### config.mk
export PLATFORM = sky130hd
export DESIGN_NAME = brbwp_ctrl
export DESIGN_NICKNAME = d
export VERILOG_FILES = /design/src/rtl/byte_ring_buffer_word_peek_assert.svh /design/src/rtl/brbwp_pkg.sv /design/src/rtl/brbwp_ctrl.sv
export SDC_FILE = /design/constraint.sdc
export NUM_CORES = 1
export LEC_CHECK = 0
export ABC_AREA = 1
export BUFFER_PORTS_ARGS = -buffer_cell sky130_fd_sc_hd__buf_2
export CORE_AREA = 2 2 39 41
export DETAILED_ROUTE_END_ITERATION = 8
export DIE_AREA = 0 0 41 43
export PLACE_DENSITY = 0.41
export SLEW_MARGIN = 40
export SYNTH_ARGS = -nofsm -noshare
export SYNTH_HDL_FRONTEND = slang
export SYNTH_SLANG_ARGS = --single-unit
### constraint.sdc
create_clock -name i_clk -period 1.7 [get_ports i_clk]
set_input_delay 0.085 -clock i_clk [delete_from_list [all_inputs] [get_ports i_clk]]
set_output_delay 0.085 -clock i_clk [all_outputs]
set_load 0.005 [all_outputs]
### src/rtl/byte_ring_buffer_word_peek_assert.svh
// assertion macros for the byte ring buffer with word peek
`ifndef BYTE_RING_BUFFER_WORD_PEEK_ASSERT_SVH
`define BYTE_RING_BUFFER_WORD_PEEK_ASSERT_SVH

// same-cycle implication, checked out of reset
`define BRBWP_ASSERT_NOW(label, ante, cons) \
    label: assert property (@(posedge i_clk) disable iff (!i_rst_n) (ante) |-> (cons)) \
        else $error("brbwp assertion failed");

// next-cycle implication, checked out of reset
`define BRBWP_ASSERT_NEXT(label, ante, cons) \
    label: assert property (@(posedge i_clk) disable iff (!i_rst_n) (ante) |=> (cons)) \
        else $error("brbwp assertion failed");

`endif

### src/rtl/brbwp_pkg.sv
// package with types and constants of the byte ring buffer with word peek
package brbwp_pkg;

    localparam int DEPTH = 4096;
    localparam int PTR_W = $clog2(DEPTH);
    localparam int CNT_W = PTR_W + 1;
    localparam int LANES = 4;
    localparam int LANE_W = $clog2(LANES);
    localparam int ROWS = DEPTH / LANES;
    localparam int ROW_W = PTR_W - LANE_W;

    localparam logic [1:0] MODE_APPEND  = 2'd0;
    localparam logic [1:0] MODE_CONSUME = 2'd1;
    localparam logic [1:0] MODE_PEEK    = 2'd2;

    localparam logic [1:0] STATUS_OK     = 2'd0;
    localparam logic [1:0] STATUS_NOROOM = 2'd1;
    localparam logic [1:0] STATUS_RANGE  = 2'd2;

    typedef struct packed {
        logic [1:0]  mode;
        logic [7:0]  data_byte;
        logic [12:0] count;
        logic [11:0] offset;
    } t_in_item;

    typedef struct packed {
        logic [31:0] word;
        logic [1:0]  status;
        logic [12:0] used_count;
        logic [12:0] free_count;
    } t_out_item;

    typedef enum logic [1:0] {
        S_IDLE,
        S_EXEC,
        S_DONE
    } t_state;

    typedef struct packed {
        logic load_in;
        logic exec;
        logic load_out;
    } t_dp_cmd;

endpackage

### src/rtl/brbwp_ctrl.sv
// controller: item sequencing and handshakes of both channels
module brbwp_ctrl (
    input  logic               i_clk,
    input  logic               i_rst_n,
    input  logic               i_in_valid,
    output logic               o_in_ready,
    output logic               o_out_valid,
    input  logic               i_out_ready,
    output brbwp_pkg::t_dp_cmd o_cmd
);

    brbwp_pkg::t_state r_state, n_state;
    logic r_out_valid, n_out_valid;

    always_ff @(posedge i_clk) begin
        if (!i_rst_n) begin
            r_state     <= brbwp_pkg::S_IDLE;
            r_out_valid <= 1'b0;
        end else begin
            r_state     <= n_state;
            r_out_valid <= n_out_valid;
        end
    end

    always_comb begin
        n_state     = r_state;
        n_out_valid = r_out_valid && !i_out_ready;
        o_cmd       = '0;
        o_in_ready  = 1'b0;
        unique case (r_state)
            brbwp_pkg::S_IDLE: begin
                // no transfer is taken while reset is held
                o_in_ready = i_rst_n;
                if (i_in_valid && i_rst_n) begin
                    o_cmd.load_in = 1'b1;
                    n_state       = brbwp_pkg::S_EXEC;
                end
            end
            brbwp_pkg::S_EXEC: begin
                o_cmd.exec = 1'b1;
                n_state    = brbwp_pkg::S_DONE;
            end
            brbwp_pkg::S_DONE: begin
                // wait until the output register is free or being emptied
                if (!r_out_valid || i_out_ready) begin
                    o_cmd.load_out = 1'b1;
                    n_out_valid    = 1'b1;
                    n_state        = brbwp_pkg::S_IDLE;
                end
            end
            default: begin
                n_state = brbwp_pkg::S_IDLE;
            end
        endcase
    end

    assign o_out_valid = r_out_valid;

endmodule

**Word-level counts from Yosys, hierarchy flattened**

Cells that the tools add are included.

- Bits in registers: 3
- Input bits: 4
- Output and inout port bits: 5
- Word-level logic and storage cells: 24

- Equality and inequality tests: 4
- Mux-type cells: 11
- Reductions and logical operators: 7

Operator list:

| cell | number |
|---|---|
| $mux 1 | 8 |
| $pmux 2 s3 | 1 |
| $mux 2 | 2 |
| $ne 2x2->1 const B | 2 |
| $eq 2x1->1 const B | 1 |
| $eq 2x2->1 const B | 1 |
| $logic_and 1x1->1 | 2 |
| $logic_not 1->1 | 2 |
| $logic_not 2->1 | 1 |
| $reduce_and 2->1 | 1 |
| $logic_or 1x1->1 | 1 |

**Longest topological paths before layout**

- Depth in word-level cells: 4
- Depth in mapped cells: 4
- Depth with buffers taken out: 4

**Worst setup path after synthesis**

Ideal clock, no wire load.

- Kind: register to output
- Start point: reg r_state[0]
- End point: out o_cmd[2] (netlist bit)
- Arrival time: 0.652 ns
- Data required time: 1.615 ns
- Path slack: 0.963 ns
- Stages on the path, launching flop included: 3
- Path buffers: 0
- Cell sequence: dfxtp_1 > or2_4 > nor2_1

RTL lines:

| item | line | source |
|---|---|---|
| start, declared | brbwp_ctrl.sv:12 | `brbwp_pkg::t_state r_state, n_state;` |
| start signal, assigned | brbwp_ctrl.sv:17 | `r_state <= brbwp_pkg::S_IDLE;` |
| start signal, assigned | brbwp_ctrl.sv:20 | `r_state <= n_state;` |
| end, declared | brbwp_ctrl.sv:9 | `output brbwp_pkg::t_dp_cmd o_cmd` |

**Final worst setup path**

- Start point: reg r_state[0]
- End point: out o_in_ready

- Word-level cells in the longest chain between the ends: 2

Ends and longest elaborated chain:

| item | line | source |
|---|---|---|
| $logic_not 2->1 | brbwp_ctrl.sv:30 | `unique case (r_state)` |
| $mux 1 | brbwp_ctrl.sv:30 |  |
| end, declared | brbwp_ctrl.sv:6 | `output logic o_in_ready,` |

Every way passes these cells.

==> impl_metrics.tcl <==
set metrics [dict create \
    final_antenna_net_count 0 \
    synth.top_cell.area_share 0.403 \
    antenna_found_initial 0 \
    cts-resized-gates 0 \
    clkLatencyLatePin_ns 0.23 \
    setup_tns_ns 0 \
    p_per_area_mw_per_mm2 985 \
    setup_viol 0 \
    max_cap_viol_count 0 \
    hold_class "in -> reg" \
    grt_max_degree 5 \
    dp_hpwl_um 260 \
    cp.required_ns 1.62 \
    worst_hold_slack_ns 0.104 \
    drt-initial-drc-count 3 \
    cts_buffers 3 \
    cts_hold_buf 0 \
    relSlewSlack 0.904 \
    htree_levels 1 \
    final_common_cell "buf_2" \
    critPathLaunchType "register" \
    critical_path.slowest_cell "dfxtp_1" \
    cts_sinks 3 \
    hold_viol_final 0 \
    die_area_sq_mm 0.00176 \
    drt_pre_antenna_iters 4 \
    port_buffers 8 \
    root_buffer "clkbuf_4" \
    crit_fanout 4 \
    area_growth_syn_to_layout_pct 52.9 \
    placed_cells 43 \
    critical_path_class "reg -> out" \
    die_w_um 41 \
    clk_pin_slew_worst_paths_ns 0.04 \
    ys_seq_area_frac 0.403 \
    crit_buf_inv 1 \
    cp-end-kind "output port" \
    synth_largest_area_cell "dfxtp_1" \
    grt-ovfl-total 0 \
    post-place-ws_ns 0.854 \
    grt_pass1_wl_um 503 \
    grt_pass1_vias 140 \
    vias 148 \
    io-pin-count 9 \
    slew_viol_final 0 \
    rows 14 \
    final_cells 47 \
    place.gp.congestion 0.661 \
    netlist_area_sq_um 149 \
    grt.total_usage 0.0491 \
    max_stage_delay_ns 0.32 \
    yosys_register_bits 3 \
    avgViaCountPerCell 3.15 \
    syn_avg_cell_area_sq_um 7.44 \
    postSynthCellCount 20 \
    setup_ws_ns 0.604 \
    p_leak_nw 0.117 \
    cts_tree "done" \
    nets 36 \
    routedWlPerCell_um 6.26 \
    syn_nets 24 \
    min_period_ns 1.10 \
    crit_family "simple AND/OR/NAND/NOR gates" \
    drive_gt1_frac 0.452 \
    core_sq_mm 0.00138 \
    rsz0062_at_grt "no" \
    die_h_um 43 \
    status "finished clean" \
    fmax_mhz 912 \
    arrival_ns 1.01 \
    worst_slew_pin_slew_ns 0.143 \
    crit_chain "or2_4, nor2_1, buf_2" \
    antenna_cells 0 \
    drcViolationCount 0 \
    finClkSkew_ns 0.00197 \
    start_util 0.108 \
    cts_buffer_depth 2 \
    synth_cell_type_count 11 \
    peakVddDrop_mv 0.263 \
    layout_common_cells "8 x buf_2, 4 x inv_1" \
    routed_wl_um 294 \
    yosysWarnings 0 \
    period_share 0.645 \
    utilization 0.165 \
    cts_setup_buffers 0 \
    synthTopCellsByArea "dfxtp_1 40%, inv_1 10%, nand2_1 7.6%" \
]
==> registers in the layout, summed over array words and instances (netlist names) <==
register and cells:
r_state 2, o_out_valid 1
==> cells in the mapped netlist <==
| library cell | number |
|---|---|
| o21a_1 | 1 |
| inv_1 | 4 |
| buf_4 | 1 |
| a21oi_1 | 1 |
| dfxtp_1 | 3 |
| nor2_1 | 3 |
| nor2_4 | 1 |
| nor2_2 | 1 |
| nor3_1 | 1 |
| nand2_1 | 3 |
| or2_4 | 1 |
==> per-stage QoR <==
step | cell area, sq um | power (mW)
floorplan | 149 | 0.0935
global placement | 201 | 0.104
detailed placement | 201 | 0.104
CTS | 228 | 0.233
global route | 228 | 0.247
finish | 228 | 0.224
==> power by group <==
group	switching, mW	internal [mW]	total (mW)
Sequential	0.00225	0.0742	0.0764
Combinational	0.0128	0.0134	0.0262
Clock	0.0339	0.0878	0.122
==> final timing paths <==
| check | startpoint | to | slack (ns) | cells past startpoint |
|---|---|---|---|---|
| setup reg to reg | r_state[1] | r_state[1] | 0.98 | 4 |
| hold / removal | i_rst_n | o_out_valid | 0.10 | 2 |
| setup / recovery | r_state[0] | o_in_ready | 0.60 | 3 |
| hold reg to reg | r_state[0] | r_state[1] | 0.52 | 2 |
==> cell families after synthesis <==
group	synth area share
flip-flops	0.403
buffers and inverters	0.151
AND/OR/NAND/NOR	0.361
AO/OA/AOI/OAI	0.0840
==> layer usage <==
metal  track usage  share of wire  up-vias
met1        0.0543           0.44       58
met5             0              0        -
met4        0.0800              0        0
met2        0.0531           0.47        8
met3        0.0157          0.082        0
li1              -              -       82
==> area by class of cell <==
class	count	area (sq um)
fillers	159	1160
flip-flops and latches	3	60.1
clock buffers	4	26.3
repair buffers	8	40.0
multi-input cells	12	66.3
well taps	16	20.0
inverters	4	15.0
(Power assumes the default switching activity.)
